<file path="config.mk">
export PLATFORM = sky130hd
export DESIGN_NAME = tepq_cell
export DESIGN_NICKNAME = d
export VERILOG_FILES = /design/src/rtl/tepq_pkg.sv /design/src/rtl/tepq_cell.sv
export SDC_FILE = /design/constraint.sdc
export NUM_CORES = 1
export LEC_CHECK = 0
export ABC_AREA = 1
export BUFFER_PORTS_ARGS = -buffer_cell sky130_fd_sc_hd__buf_2
export CELL_PAD_IN_SITES_DETAIL_PLACEMENT = 2
export CELL_PAD_IN_SITES_GLOBAL_PLACEMENT = 2
export CORE_MARGIN = 2
export CORE_UTILIZATION = 21
export CTS_CLUSTER_SIZE = 30
export DETAILED_ROUTE_END_ITERATION = 8
export HOLD_SLACK_MARGIN = 0.03
export PLACE_DENSITY_LB_ADDON = 0.08
export SETUP_SLACK_MARGIN = 0.05
export SLEW_MARGIN = 20
export SYNTH_ARGS = -nofsm -noshare
export SYNTH_HDL_FRONTEND = slang
export SYNTH_SLANG_ARGS = --single-unit
</file>
<file path="constraint.sdc">
create_clock -name i_clk -period 3.7 [get_ports i_clk]
set_input_delay 0.555 -clock i_clk [delete_from_list [all_inputs] [get_ports i_clk]]
set_output_delay 0.555 -clock i_clk [all_outputs]
set_load 0.02 [all_outputs]
</file>
<file path="src/rtl/tepq_pkg.sv">
package tepq_pkg;

    localparam int CODE_W   = 5;
    localparam int AGENT_W  = 8;
    localparam int SEC_W    = 32;
    localparam int NS_W     = 30;
    localparam int TIME_W   = SEC_W + NS_W;
    localparam int OCC_W    = 7;
    localparam int STATUS_W = 2;

    localparam logic OP_INSERT = 1'b0;
    localparam logic OP_POP    = 1'b1;

    typedef enum logic [STATUS_W-1:0] {
        ST_INSERTED = 2'd0,
        ST_POPPED   = 2'd1,
        ST_EMPTY    = 2'd2,
        ST_FULL     = 2'd3
    } t_status;

    typedef struct packed {
        logic [TIME_W-1:0]  key;
        logic [CODE_W-1:0]  code;
        logic [AGENT_W-1:0] agent;
    } t_entry;

    typedef struct packed {
        logic do_insert;
        logic do_pop;
        logic occupied;
        logic at_tail;
    } t_cell_ctl;

endpackage

</file>
<file path="src/rtl/tepq_cell.sv">
module tepq_cell (
    input  logic                i_clk,
    input  tepq_pkg::t_cell_ctl i_ctl,
    input  tepq_pkg::t_entry    i_new,
    input  tepq_pkg::t_entry    i_prev,
    input  logic                i_prev_gt,
    input  tepq_pkg::t_entry    i_next,
    output tepq_pkg::t_entry    o_entry,
    output logic                o_gt
);
    import tepq_pkg::*;

    t_entry r_entry;
    t_entry n_entry;

    // A stored event later than the new one moves back to make room.
    assign o_gt    = i_ctl.occupied && (r_entry.key > i_new.key);
    assign o_entry = r_entry;

    always_comb begin
        priority if (i_ctl.do_pop) begin
            n_entry = i_next;
        end else if (i_ctl.do_insert && i_prev_gt) begin
            n_entry = i_prev;
        end else if (i_ctl.do_insert && (o_gt || i_ctl.at_tail)) begin
            n_entry = i_new;
        end else begin
            n_entry = r_entry;
        end
    end

    always_ff @(posedge i_clk) begin
        r_entry <= n_entry;
    end
endmodule

</file>
---- Word level (Yosys, flattened, before mapping) ----
Cells that the tools add are included.
cells by class
  $lt $le $gt $ge ......................... 1
  reduce and logical (&&, ||, !) cells .... 5
  muxes and demuxes ....................... 3
operator list
  kind                 count
  $mux W75             3
  $gt A62 B62 Y1       1
  $logic_and A1 B1 Y1  3
  $reduce_bool A3 Y1   1
  $logic_or A1 B1 Y1   1
word-level totals
  bits in registers ....................... 75
  bits of input ports ..................... 231
  output and inout bits ................... 76
  word-level logic and storage cells ...... 12

---- Logic depth before layout (Yosys ltp) ----
Gate-level depths: netlist of run 1.
  depth after elaboration ................. 7
  gate-level depth with buffers ........... 17
  gate-level depth less buffers ........... 17

---- Least setup slack after synthesis of run 1 ----
Ideal clock, no wire load.
  path type ............................... input-to-reg
  from .................................... input i_new[58] in the netlist's numbering
  to ...................................... register r_entry, in the netlist o_entry[0], enable pin
  library setup time ...................... 0.436 ns
  cell stages on the path ................. 13
  arrival ................................. 3.212 ns
  data required time ...................... 3.264 ns
  slack ................................... 0.052 ns
  path through ............................ inv_1 -> ha_1 -> nand4_1 -> nor2_2 -> inv_1 -> nor2_2 -> and2_1 -> nand2_1 -> nand2_2 -> nand2_2 -> nand2_1 -> nand2_1 -> nand2_1
between the ends
  word-level cells in the longest chain between the ends .. 5
RTL lines
  what                                 line             RTL
  start: declaration                   tepq_cell.sv:4   input tepq_pkg::t_entry i_new,
  $gt A62 B62 Y1                       tepq_cell.sv:17  assign o_gt = i_ctl.occupied && (r_entry.key > i_new.key);
  $logic_and A1 B1 Y1                  tepq_cell.sv:17
  $logic_or A1 B1 Y1                   tepq_cell.sv:25  end else if (i_ctl.do_insert && (o_gt || i_ctl.at_tail)) begin
  $logic_and A1 B1 Y1                  tepq_cell.sv:25
  $reduce_bool A3 Y1 (no source line)  n/a
  end signal: assignment               tepq_cell.sv:33  r_entry <= n_entry;
  end: declaration                     tepq_cell.sv:13  t_entry r_entry;
No other way between the ends.
A chain may end at the register's enable or synchronous reset.

---- Final worst setup path of run 1 ----
  from .................................... register r_entry, in the netlist o_entry[66]
  to ...................................... output o_gt
between the ends
  word-level cells in the longest chain between the ends .. 2
RTL lines
  what                 line             RTL
  $gt A62 B62 Y1       tepq_cell.sv:17
  $logic_and A1 B1 Y1  tepq_cell.sv:17
  end: declaration     tepq_cell.sv:9   output logic o_gt
No other way between the ends.

==> results of run 1 <==
[routing by layer]
layer / vias up / wire [um]
met5: - / 13
met4: 2 / 262
met3: 15 / 1580
met2: 172 / 10400
met1: 2780 / 9660
li1: 2946 / -
[layout make-up]
type	instances	area, um^2	area share
timing repair buffer	312	1610	0.209
antenna	2	5.00	0.000648
clock inverter	3	40.0	0.00518
sequential	75	2250	0.292
clock buffer	12	236	0.0306
inverter	94	355	0.0460
tap	335	419	0.0543
multi-input combinational	514	2800	0.363
[worst register-to-register path, stage by stage (launching register included)]
cell and delay [ns]:
sky130_fd_sc_hd__edfxtp_1 0.41, sky130_fd_sc_hd__ha_1 0.33, sky130_fd_sc_hd__nand2_2 0.08, sky130_fd_sc_hd__nor2_4 0.12, sky130_fd_sc_hd__nand4_2 0.12, sky130_fd_sc_hd__nor2_1 0.21, sky130_fd_sc_hd__and2_1 0.15, sky130_fd_sc_hd__nand2_1 0.06
sky130_fd_sc_hd__nand2_2 0.06, sky130_fd_sc_hd__nand2_2 0.05, sky130_fd_sc_hd__nand2_1 0.06, sky130_fd_sc_hd__nand2_1 0.08, sky130_fd_sc_hd__nand2_4 0.31, sky130_fd_sc_hd__buf_12 0.28
[cell usage in the layout (no fill, tap or decap), drive strengths merged, types with 7 or more instances in the layout]
cell | Yosys | final
a21oi | 22 | 22
a31oi | 75 | 75
buf | 19 | 312
clkbuf | 13 | 12
edfxtp | 75 | 75
ha | 62 | 62
inv | 92 | 93
nand2 | 237 | 237
nand4 | 7 | 7
nor2 | 98 | 98
[synthesized netlist by cell type, drive strengths merged]
master	n
inv	92
o21ai	2
a31oi	75
clkbuf	13
clkinv	2
edfxtp	75
a21o	4
nand4	7
and2	3
buf	19
nand3	4
nand2	237
a21oi	22
nor2	98
ha	62
[logic make-up after synthesis]
logic type                 share of synthesized area
and+or+nand+nor                                0.251
adders and majority gates                      0.140
DFF                                            0.407
AOI/OAI and AO/OA                              0.112
buffers and inverters                         0.0897
[stage by stage]
step | utilization | area [um^2] | hold WS (ns)
after CTS | 0.297 | 7720 | 0.544
after floorplan | - | 5540 | 0.809
after global placement | 0.286 | 7440 | 0.905
after global routing | 0.297 | 7720 | 0.560
final | 0.297 | 7720 | 0.560
after detailed placement | 0.286 | 7440 | 0.910
[path summary, 6_finish.rpt]
path / cells past startpoint / from / endpoint / slack, ns
max: 11 / o_entry[66] / o_gt / 0.98
min: 3 / i_prev[53] / o_entry[53] / 0.56
max reg2reg: 13 / o_entry[66] / o_entry[60] / 1.06
min reg2reg: 11 / o_entry[74] / o_entry[26] / 1.57
[power by group through the flow]
stage | clock network, W | registers (W) | logic (W)
2_1_floorplan | 0 | 0.00122 | 0.000353
3_3_place_gp | 0 | 0.00111 | 0.000822
3_5_place_dp | 0 | 0.00111 | 0.000830
4_1_cts | 0.000914 | 0.00109 | 0.000834
5_1_grt | 0.000943 | 0.00111 | 0.000921
6_report | 0.000876 | 0.00109 | 0.000803
==> metrics.md, run 1 <==
| Metric | Value |
|---|---|
| Power per unit of standard cell area | `359 mW/mm^2` |
| Number of setup buffers added after CTS | `0` |
| Number of global-route vias before repair | `6,384` |
| Signed area change from the synthesized netlist to the final layout | `39.5%` |
| Largest fanout on the critical path | `2` |
| Worst setup EP type | `primary output` |
| Clock net sink count | `between 70 and 80` |
| Largest clock skew in the final design | `0.00887 ns` |
| Maximum clock path buffer count | `2` |
| Cell type of the slowest stage on the worst timing path | `sky130_fd_sc_hd__edfxtp_1` |
| Area of the mapped netlist | `0.00554 mm^2` |
| Type of the worst min-delay path | `input port to flip-flop` |
| Fillcell total | `3,172` |
| Area fraction of the dominant cell type after synthesis | `0.407` |
| Actual transition at the worst max-transition pin | `0.777 ns` |
| Clock share of power | `0.316` |
| Ratio of cells with drive above 1 in the final layout | `0.343` |
| Unique masters post-synth | `22` |
| Depth of the CTS H-tree | `3` |
| Gpl congestion | `roughly 0.73` |
| Max FFs per register | `75` |
| Post-Syn Area per Cell | `7.74 um^2` |
| Antenna violations before repair | `5` |
| Synthesized flop and latch total | `75` |
| Worst path most repeated cell | `sky130_fd_sc_hd__nand2_2` |
| Horiz. Die Dim | `166 um` |
| Final hold vios | `0` |
| Violation count after the first detailed-routing iteration | `168` |
| GR Layer Usage met1 | `0.200` |
| Wire length of the first global-routing pass | `34,700 um` |
| Buffer cell driving the clock tree root | `sky130_fd_sc_hd__clkbuf_16` |
| Core area | `0.0260 mm^2` |
| GRT Residual Overflow | `0` |
| Routed Antenna Nets | `0` |
| Total number of yosys warnings | `0` |
| Global-route track usage on met3 | `0.0450` |
| Setup_tns | `0 ns` |
| Critical path start-end classification | `flip-flop to primary output` |
| Number of top-level pins | `307` |
| Hold buffer count at cts | `0` |
| Buffers on Ports | `between 300 and 400` |
| Post-detail-place hpwl | `17,700 um` |
| Proportion of power drawn by flip-flops and latches | `0.394` |
| Signal arrival time at the worst endpoint | `approximately 2.2 ns` |
| Final period demand of the worst path | `2.72 ns` |
| Die extent in y | `roughly 170 um` |
| CP Data Required Time | `3.14 ns` |
| P_leak | `4.00 nW` |
| Part of the Yosys area used for sequential elements | `0.407` |
| Minimum setup slack in the final design | `roughly 0.98 ns` |
| Final routed DRC violation total | `0` |
| Layout Cells excl Fill | `1,347` |
| Worst-Skew Late Latency | `0.34 ns` |
| Max-slew violation count | `0` |
| Busiest metal layer after global routing | `met2` |
| Total power after layout | `0.00277 W` |
| Setup-violating endpoint count in the final report | `0` |
| Core Rows | `59` |
| Family with the most delay on the worst path | `simple AND/OR/NAND/NOR gates` |
| Max Cap Violations | `0` |
| Die Footprint | `between 0.02 and 0.03 mm^2` |
| Number of buffers created by CTS | `9` |
| Buf/Inv on CP | `2` |
| Placed instance count | `1,330` |
| Via count | `5,915` |
| Top post-synthesis cells by area | `sky130_fd_sc_hd__edfxtp_1, sky130_fd_sc_hd__nand2_1, sky130_fd_sc_hd__ha_1, sky130_fd_sc_hd__a31oi_1, sky130_fd_sc_hd__nor2_1` |
| Internal power contribution | `0.00188 W` |
| Register clock-pin slew on the reported worst setup and hold paths | `0.06 ns` |
| Total track usage | `0.159` |
| Routed length per instance | `~16 um` |
| Largest area contributor in the netlist | `sky130_fd_sc_hd__edfxtp_1` |
| TritonCTS clock tree | `built` |
| Unrepaired setup endpoints after global routing | `no` |
| Logic pwr share | `0.290` |
| Mapped Cells | `between 700 and 800` |
| Element type at the critical path start | `flip-flop` |
| Biggest cell delay along the critical path | `0.41 ns` |
| Worst vdd ir | `0.175 mV` |
| Total wire length after detailed routing | `21,900 um` |
| Vias per Instance | `4.39` |
| Psw | `0.000894 W` |
| Post-Place Setup Slack | `about 0.65 ns` |
| Ordered cell list for the critical path | `ha_1 -> nand2_2 -> nor2_4 -> nand4_2 -> nor2_1 -> and2_1 -> nand2_1 -> nand2_2 -> nand2_2 -> inv_1 -> buf_2` |
| Final net count | `1,299` |
| Number of gates resized after CTS | `0` |
| Tightest slew margin relative to the limit | `0.482` |
| Number of detailed-route iterations in the first pass | `4` |
| Net Count, Synth | `around 1,000` |
| Run status | `complete, no violations` |
| Pin count of the biggest net entering global routing | `76` |
| Routing usage on met2 | `0.270` |
| Fraction of power spent switching nets | `0.323` |
| Maximum clock frequency | `367 MHz` |
| Ratio of final minimum period to clock period | `0.736` |
| Initial cell density of the core | `0.213` |
Power figures use the tool's default switching activity.
==> run 2: changes to the inputs <==
--- a/config.mk
+++ b/config.mk
@@ -10,7 +10,7 @@
 export CELL_PAD_IN_SITES_DETAIL_PLACEMENT = 2
 export CELL_PAD_IN_SITES_GLOBAL_PLACEMENT = 2
 export CORE_MARGIN = 2
-export CORE_UTILIZATION = 21
+export CORE_UTILIZATION = 23
 export CTS_CLUSTER_SIZE = 30
 export DETAILED_ROUTE_END_ITERATION = 8
 export HOLD_SLACK_MARGIN = 0.03
==> constraint.sdc (replaced) <==
create_clock -name i_clk -period 2.7 [get_ports i_clk]
set_input_delay 0.405 -clock i_clk [delete_from_list [all_inputs] [get_ports i_clk]]
set_output_delay 0.405 -clock i_clk [all_outputs]
set_load 0.02 [all_outputs]
==> run 2 against run 1 <==
Against the previous run: combinational power up 43%; wire length up 0.43%; clock power up 39%; utilization up 3.9 points; final cell count down 0.59%; critical endpoint unchanged; highest routed layer unchanged.
==> metrics.md, run 2 (synthesis results as in run 1) <==
| Metric | Value |
|---|---|
| Run status | `complete, no violations` |
| Maximum clock frequency | `a little under 400 MHz` |
| Ratio of final minimum period to clock period | `0.933` |
| P_leak | `4.06 nW` |
| Worst-Skew Late Latency | `~0.35 ns` |
| Buffer cell driving the clock tree root | `sky130_fd_sc_hd__clkbuf_16` |
| Number of buffers created by CTS | `9` |
| Max FFs per register | `75` |
| Family with the most delay on the worst path | `simple AND/OR/NAND/NOR gates` |
| Power per unit of standard cell area | `490 mW/mm^2` |
| R2r endpoint | `o_entry[68]` |
| Total power after layout | `0.00388 W` |
| Fin util | `0.336` |
| Actual transition at the worst max-transition pin | `0.503 ns` |
| Clock net sink count | `75` |
| Worst vdd ir | `0.210 mV` |
| Buf/Inv on CP | `2` |
| Final routed DRC violation total | `0` |
| Total track usage | `0.173` |
| Wire length of the first global-routing pass | `34,800 um` |
| Worst path most repeated cell | `sky130_fd_sc_hd__nand2_1` |
| Final period demand of the worst path | `approximately 2.5 ns` |
| Worst reg2reg path startpoint | `o_entry[40]` |
| Placed instance count | `between 1,000 and 1,500` |
| Routed Antenna Nets | `0` |
| Final net count | `1,305` |
| Horiz. Die Dim | `159 um` |
| Die extent in y | `around 160 um` |
| Post-detail-place hpwl | `17,600 um` |
| Element type at the critical path start | `flip-flop` |
| Number of top-level pins | `307` |
| Type of the worst min-delay path | `input port to flip-flop` |
| Signal arrival time at the worst endpoint | `2.11 ns` |
| GRT Residual Overflow | `0` |
| Total wire length after detailed routing | `between 20,000 and 25,000 um` |
| Gpl congestion | `0.736` |
| Fillcell total | `between 2,000 and 3,000` |
| Layout Cells excl Fill | `roughly 1,300` |
| Hold buffer count at cts | `0` |
| Worst setup EP type | `primary output` |
| Die Footprint | `approximately 0.025 mm^2` |
| Buffers on Ports | `between 300 and 400` |
| Hold path depth | `3` |
| Maximum clock path buffer count | `2` |
| Critical path start-end classification | `flip-flop to primary output` |
| Core area | `roughly 0.024 mm^2` |
| Signed area change from the synthesized netlist to the final layout | `43.1%` |
| Routed length per instance | `around 16 um` |
| Vias per Instance | `~4.5` |
| Pin count of the biggest net entering global routing | `76` |
| Via count | `5,968` |
| Final hold vios | `0` |
| Ratio of cells with drive above 1 in the final layout | `0.362` |
| Largest clock skew in the final design | `0.0104 ns` |
| Ordered cell list for the critical path | `ha_4 -> nand2_4 -> nor2_4 -> nand4_1 -> nor2_4 -> nand2_1 -> nand2_1 -> nand2_1 -> nand2_2 -> nand2_2 -> inv_2 -> buf_6` |
| Worst Reg-to-Reg Cells | `14` |
| Worst hold margin | `0.404 ns` |
| Biggest cell delay along the critical path | `0.46 ns` |
| Commonest non-fill, non-tap cells in the layout | `sky130_fd_sc_hd__buf_2, sky130_fd_sc_hd__nand2_1, sky130_fd_sc_hd__nor2_1, sky130_fd_sc_hd__inv_1` |
| CP Data Required Time | `2.30 ns` |
| Core Rows | `56` |
| Setup_tns | `0 ns` |
| Max Cap Violations | `0` |
| Max-slew violation count | `0` |
| TritonCTS clock tree | `built` |
| Violation count after the first detailed-routing iteration | `179` |
| Cell type of the slowest stage on the worst timing path | `sky130_fd_sc_hd__edfxtp_1` |
| Depth of the CTS H-tree | `3` |
| Setup-violating endpoint count in the final report | `0` |
| Number of global-route vias before repair | `6,621` |
| Startpoint of the lowest-slack hold path | `i_next[62]` |
| Number of detailed-route iterations in the first pass | `7` |
| Tightest slew margin relative to the limit | `0.665` |
| Largest fanout on the critical path | `3` |
| Minimum setup slack among reg-to-reg paths | `0.29 ns` |
| Most frequent standard cell in the layout excluding fill and tap cells | `sky130_fd_sc_hd__buf_2` |
| Initial cell density of the core | `0.235` |
| Register clock-pin slew on the reported worst setup and hold paths | `0.07 ns` |
| Antenna violations before repair | `4` |
| Unrepaired setup endpoints after global routing | `yes` |
| WHS Endpoint | `o_entry[62]` |
-- run 2: worst max-delay path by stage --
stage	from	to	slack (ns)	cells after the start
after floorplan	o_entry[58]	o_entry[0]	0.19	12
after detailed placement	i_new[42]	o_entry[68]	0.1	16
after CTS	o_entry[42]	o_gt	0.05	12
final	o_entry[40]	o_gt	0.18	12
after global placement	i_new[42]	o_entry[68]	0.15	16
after global routing	o_entry[42]	o_gt	0.04	12
-- run 2: per-layer routing --
metal | global-route usage | routed length [um] | vias to the layer above
li1 | - | - | 2965
met2 | 0.311 | 11000 | 176
met1 | 0.203 | 9370 | 2813
met5 | 0 | 11 | -
met3 | 0.0464 | 1390 | 12
met4 | 0.0479 | 192 | 2
-- run 2: final cells by class --
cell class / instances / area [um^2] / area share
clock inverter: 6 / 56.3 / 0.00711
multi-input combinational: 514 / 2910 / 0.367
clock buffer: 10 / 229 / 0.0289
tap: 319 / 399 / 0.0504
inverter: 94 / 355 / 0.0449
timing repair buffer: 318 / 1720 / 0.217
antenna: 3 / 7.51 / 0.000948
sequential: 75 / 2250 / 0.284
-- run 2: per-stage QoR --
| stage | worst slack, ns | cell area [um^2] |
|---|---|---|
| 3_3_place_gp | 0.153 | 7500 |
| 5_1_grt | 0.0402 | 7920 |
| 3_5_place_dp | 0.0999 | 7500 |
| 6_report | 0.182 | 7920 |
| 4_1_cts | 0.0539 | 7800 |
| 2_1_floorplan | 0.185 | 5540 |
-- run 2: what timing repair did --
action	CTS	global route
pin swaps	3	11
resized for setup	5	17
setup endpoints to repair	1	1
setup buffers	1	1
-- run 2: where the power goes --
part	switching (W)	total [W]	leakage, nW	internal, W
Sequential	0.0000644	0.00150	0.751	0.00144
Clock	0.000515	0.00122	0.141	0.000710
Combinational	0.000692	0.00115	3.16	0.000461
-- run 2: worst reg2reg max path, stage by stage (launching register included) --
cell	delay [ns]
sky130_fd_sc_hd__edfxtp_1	0.46
sky130_fd_sc_hd__ha_4	0.32
sky130_fd_sc_hd__nand2_4	0.05
sky130_fd_sc_hd__nor2_4	0.12
sky130_fd_sc_hd__nand4_1	0.15
sky130_fd_sc_hd__nor2_4	0.16
sky130_fd_sc_hd__nand2_1	0.07
sky130_fd_sc_hd__nand2_1	0.08
sky130_fd_sc_hd__nand2_1	0.06
sky130_fd_sc_hd__nand2_2	0.06
sky130_fd_sc_hd__nand2_2	0.07
sky130_fd_sc_hd__nand2_1	0.06
sky130_fd_sc_hd__nand2_1	0.08
sky130_fd_sc_hd__nand2_4	0.11
sky130_fd_sc_hd__buf_12	0.22
==> run 3: changes to the inputs <==
--- a/config.mk
+++ b/config.mk
@@ -15,7 +15,7 @@
 export DETAILED_ROUTE_END_ITERATION = 8
 export HOLD_SLACK_MARGIN = 0.03
 export PLACE_DENSITY_LB_ADDON = 0.08
-export SETUP_SLACK_MARGIN = 0.05
+export SETUP_SLACK_MARGIN = 0.5
 export SLEW_MARGIN = 20
 export SYNTH_ARGS = -nofsm -noshare
 export SYNTH_HDL_FRONTEND = slang
==> run 3 against run 2 <==
Against the previous run: wire length rose by 2.5%; utilization rose by 1.5 points; combinational power rose by 8%; final cell count rose by 0.90%; critical endpoint unchanged; sequential share of layout area fell by 1.2 points; largest cell class unchanged; non-clock buffer count rose by 9; via count rose by 1.2%; clock skew fell by 0.0016 ns; critical path type unchanged; maximum frequency rose by 1.5%.
==> metrics.md, run 3 (synthesis results as in run 1) <==
| Metric | Value |
|---|---|
| Depth of the CTS H-tree | `3` |
| Logic pwr share | `0.296` |
| Post-route design area | `0.00828 mm^2` |
| Max Cap Violations | `0` |
| Max-slew violation count | `0` |
| Final net count | `around 1,300` |
| Maximum clock path buffer count | `2` |
| Core Rows | `56` |
| Most frequent standard cell in the layout excluding fill and tap cells | `sky130_fd_sc_hd__buf_2` |
| Wire length of the first global-routing pass | `35,200 um` |
| Register clock-pin slew on the reported worst setup and hold paths | `0.07 ns` |
| Layout Cells excl Fill | `1,351` |
| Worst hold margin | `0.403 ns` |
| Element type at the critical path start | `flip-flop` |
| Placement-stage cell area | `0.00753 mm^2` |
| Family with the most delay on the worst path | `simple AND/OR/NAND/NOR gates` |
| Via count | `around 6,000` |
| Die Footprint | `0.0253 mm^2` |
| Total track usage | `0.176` |
| Tightest slew margin relative to the limit | `0.745` |
| Actual transition at the worst max-transition pin | `0.382 ns` |
| Commonest non-fill, non-tap cells in the layout | `sky130_fd_sc_hd__buf_2, sky130_fd_sc_hd__nand2_1, sky130_fd_sc_hd__nor2_1, sky130_fd_sc_hd__inv_1` |
| Vias per Instance | `approximately 4.5` |
| Violation count after the first detailed-routing iteration | `about 220` |
| Number of buffers created by CTS | `9` |
| Setup-violating endpoint count in the final report | `0` |
| Run status | `complete, no violations` |
| Worst vdd ir | `0.221 mV` |
| Final hold vios | `0` |
| Placed instance count | `1,318` |
| Startpoint of the lowest-slack hold path | `i_next[58]` |
| Number of detailed-route iterations in the first pass | `4` |
| Clock net sink count | `75` |
| Fraction of power spent switching nets | `0.318` |
| Antenna violations before repair | `6` |
| Psw | `0.00133 W` |
| Worst reg2reg path startpoint | `o_entry[74]` |
| Cell type of the slowest stage on the worst timing path | `sky130_fd_sc_hd__edfxtp_1` |
| Total wire length after detailed routing | `22,500 um` |
| Worst path most repeated cell | `sky130_fd_sc_hd__nand2_2` |
| Post-detail-place hpwl | `17,600 um` |
| Horiz. Die Dim | `~160 um` |
| Buffer cell driving the clock tree root | `sky130_fd_sc_hd__clkbuf_16` |
| P_leak | `4.18 nW` |
| Number of global-route vias before repair | `6,470` |
| TritonCTS clock tree | `built` |
| Worst setup EP type | `primary output` |
| Final period demand of the worst path | `~2.5 ns` |
| Ratio of cells with drive above 1 in the final layout | `0.383` |
| Core area | `0.0235 mm^2` |
| Buf/Inv on CP | `4` |
| Biggest cell delay along the critical path | `0.47 ns` |
| CP Data Required Time | `2.30 ns` |
| Internal power contribution | `around 0.0028 W` |
| Signal arrival time at the worst endpoint | `2.07 ns` |
| Worst-Skew Late Latency | `0.35 ns` |
| Proportion of power drawn by flip-flops and latches | `0.360` |
| Signed area change from the synthesized netlist to the final layout | `49.5%` |
| Setup_tns | `0 ns` |
| Maximum clock frequency | `403 MHz` |
| Worst Reg-to-Reg Cells | `17` |
| Type of the worst min-delay path | `input port to flip-flop` |
| R2r endpoint | `o_entry[19]` |
| Number of top-level pins | `307` |
| Ordered cell list for the critical path | `ha_4 -> nand2_2 -> inv_2 -> nand4_4 -> inv_2 -> nand2_2 -> nor2_2 -> and2_4 -> nand2_2 -> nand2_2 -> nand2_2 -> inv_2 -> buf_6` |
| Routed length per instance | `16.7 um` |
| Gpl congestion | `0.736` |
| Power per unit of standard cell area | `slightly above 500 mW/mm^2` |
| Buffers on Ports | `306` |
| Critical path start-end classification | `flip-flop to primary output` |
| Unrepaired setup endpoints after global routing | `yes` |
| Initial cell density of the core | `0.235` |
| Clock share of power | `0.344` |
| Minimum setup slack among reg-to-reg paths | `between 0.2 and 0.25 ns` |
| Pin count of the biggest net entering global routing | `76` |
| Largest fanout on the critical path | `3` |
| Die extent in y | `159 um` |
| Final routed DRC violation total | `0` |
| Ratio of final minimum period to clock period | `0.918` |
| GRT Residual Overflow | `0` |
| Max FFs per register | `between 70 and 80` |
| Routed Antenna Nets | `0` |
| WHS Endpoint | `o_entry[58]` |
| Largest clock skew in the final design | `0.00880 ns` |
| Hold path depth | `3` |
## run 3: cell types whose count changed in the layout (fill, tap and decap cells not counted), sizes merged
cell    delta
clkinv     -2
bufinv     +2
inv        +1
buf        +9
clkbuf     -1
diode      +3
## run 3: how the worst max path moves through the flow
stage	start	to	slack (ns)	cells after the start
after CTS	o_entry[42]	o_gt	0.17	12
after global placement	i_new[50]	o_entry[10]	0.12	15
after global routing	o_entry[74]	o_gt	0.07	13
final	o_entry[74]	o_gt	0.22	13
after detailed placement	i_new[50]	o_entry[10]	0.08	15
after floorplan	o_entry[70]	o_entry[0]	0.38	14
## run 3: layout make-up
class / count / area, um^2
antenna: 6 / 15.0
clock buffer: 9 / 225
clock inverter: 7 / 115
fill: 2855 / 15300
inverter: 94 / 355
multi-input combinational: 514 / 3020
sequential: 75 / 2250
tap: 319 / 399
timing repair buffer: 327 / 1890
## run 3: routing by layer
| layer | up-vias | global-route usage | share of wire |
|---|---|---|---|
| li1 | 2983 | - | - |
| met1 | 2839 | 0.215 | 0.43 |
| met2 | 193 | 0.307 | 0.48 |
| met3 | 20 | 0.0518 | 0.068 |
| met4 | 2 | 0.0405 | 0.015 |
| met5 | - | 0 | 0.00058 |
## run 3: power by group through the flow
stage	registers [W]	clock network, W	logic, W
after floorplan	0.00167	0	0.000490
final	0.00150	0.00144	0.00124
after detailed placement	0.00152	0	0.00115
after global routing	0.00152	0.00152	0.00139
after CTS	0.00150	0.00148	0.00123
after global placement	0.00152	0	0.00114
## run 3: metrics by stage
stage                     power (W)  setup WS (ns)  utilization
after floorplan             0.00216          0.381            -
final                       0.00418          0.220        0.352
after detailed placement    0.00268         0.0767        0.320
after global routing        0.00443         0.0733        0.351
after CTS                   0.00421          0.166        0.343
after global placement      0.00266          0.121        0.320
## run 3: worst reg2reg max path, stage by stage, from the launching register on
cell and delay (ns):
sky130_fd_sc_hd__edfxtp_1 0.47, sky130_fd_sc_hd__ha_4 0.31, sky130_fd_sc_hd__nand2_2 0.06, sky130_fd_sc_hd__inv_2 0.08, sky130_fd_sc_hd__nand4_4 0.09, sky130_fd_sc_hd__inv_2 0.07
sky130_fd_sc_hd__nand2_2 0.04, sky130_fd_sc_hd__nor2_2 0.12, sky130_fd_sc_hd__and2_4 0.15, sky130_fd_sc_hd__nand2_2 0.05, sky130_fd_sc_hd__nand2_2 0.06, sky130_fd_sc_hd__nand2_2 0.05
sky130_fd_sc_hd__buf_4 0.13, sky130_fd_sc_hd__nand2_4 0.05, sky130_fd_sc_hd__nand2_4 0.06, sky130_fd_sc_hd__nand2_8 0.14, sky130_fd_sc_hd__buf_12 0.13, sky130_fd_sc_hd__buf_16 0.12
## run 3: what timing repair did
item,in CTS,in global routing
endpoints found under the hold margin,0,0
setup buffers,6,2
resized for setup,18,25
cloned,3,0
hold buffers,0,0
endpoints found under the setup margin,76,76
pin swaps,9,14
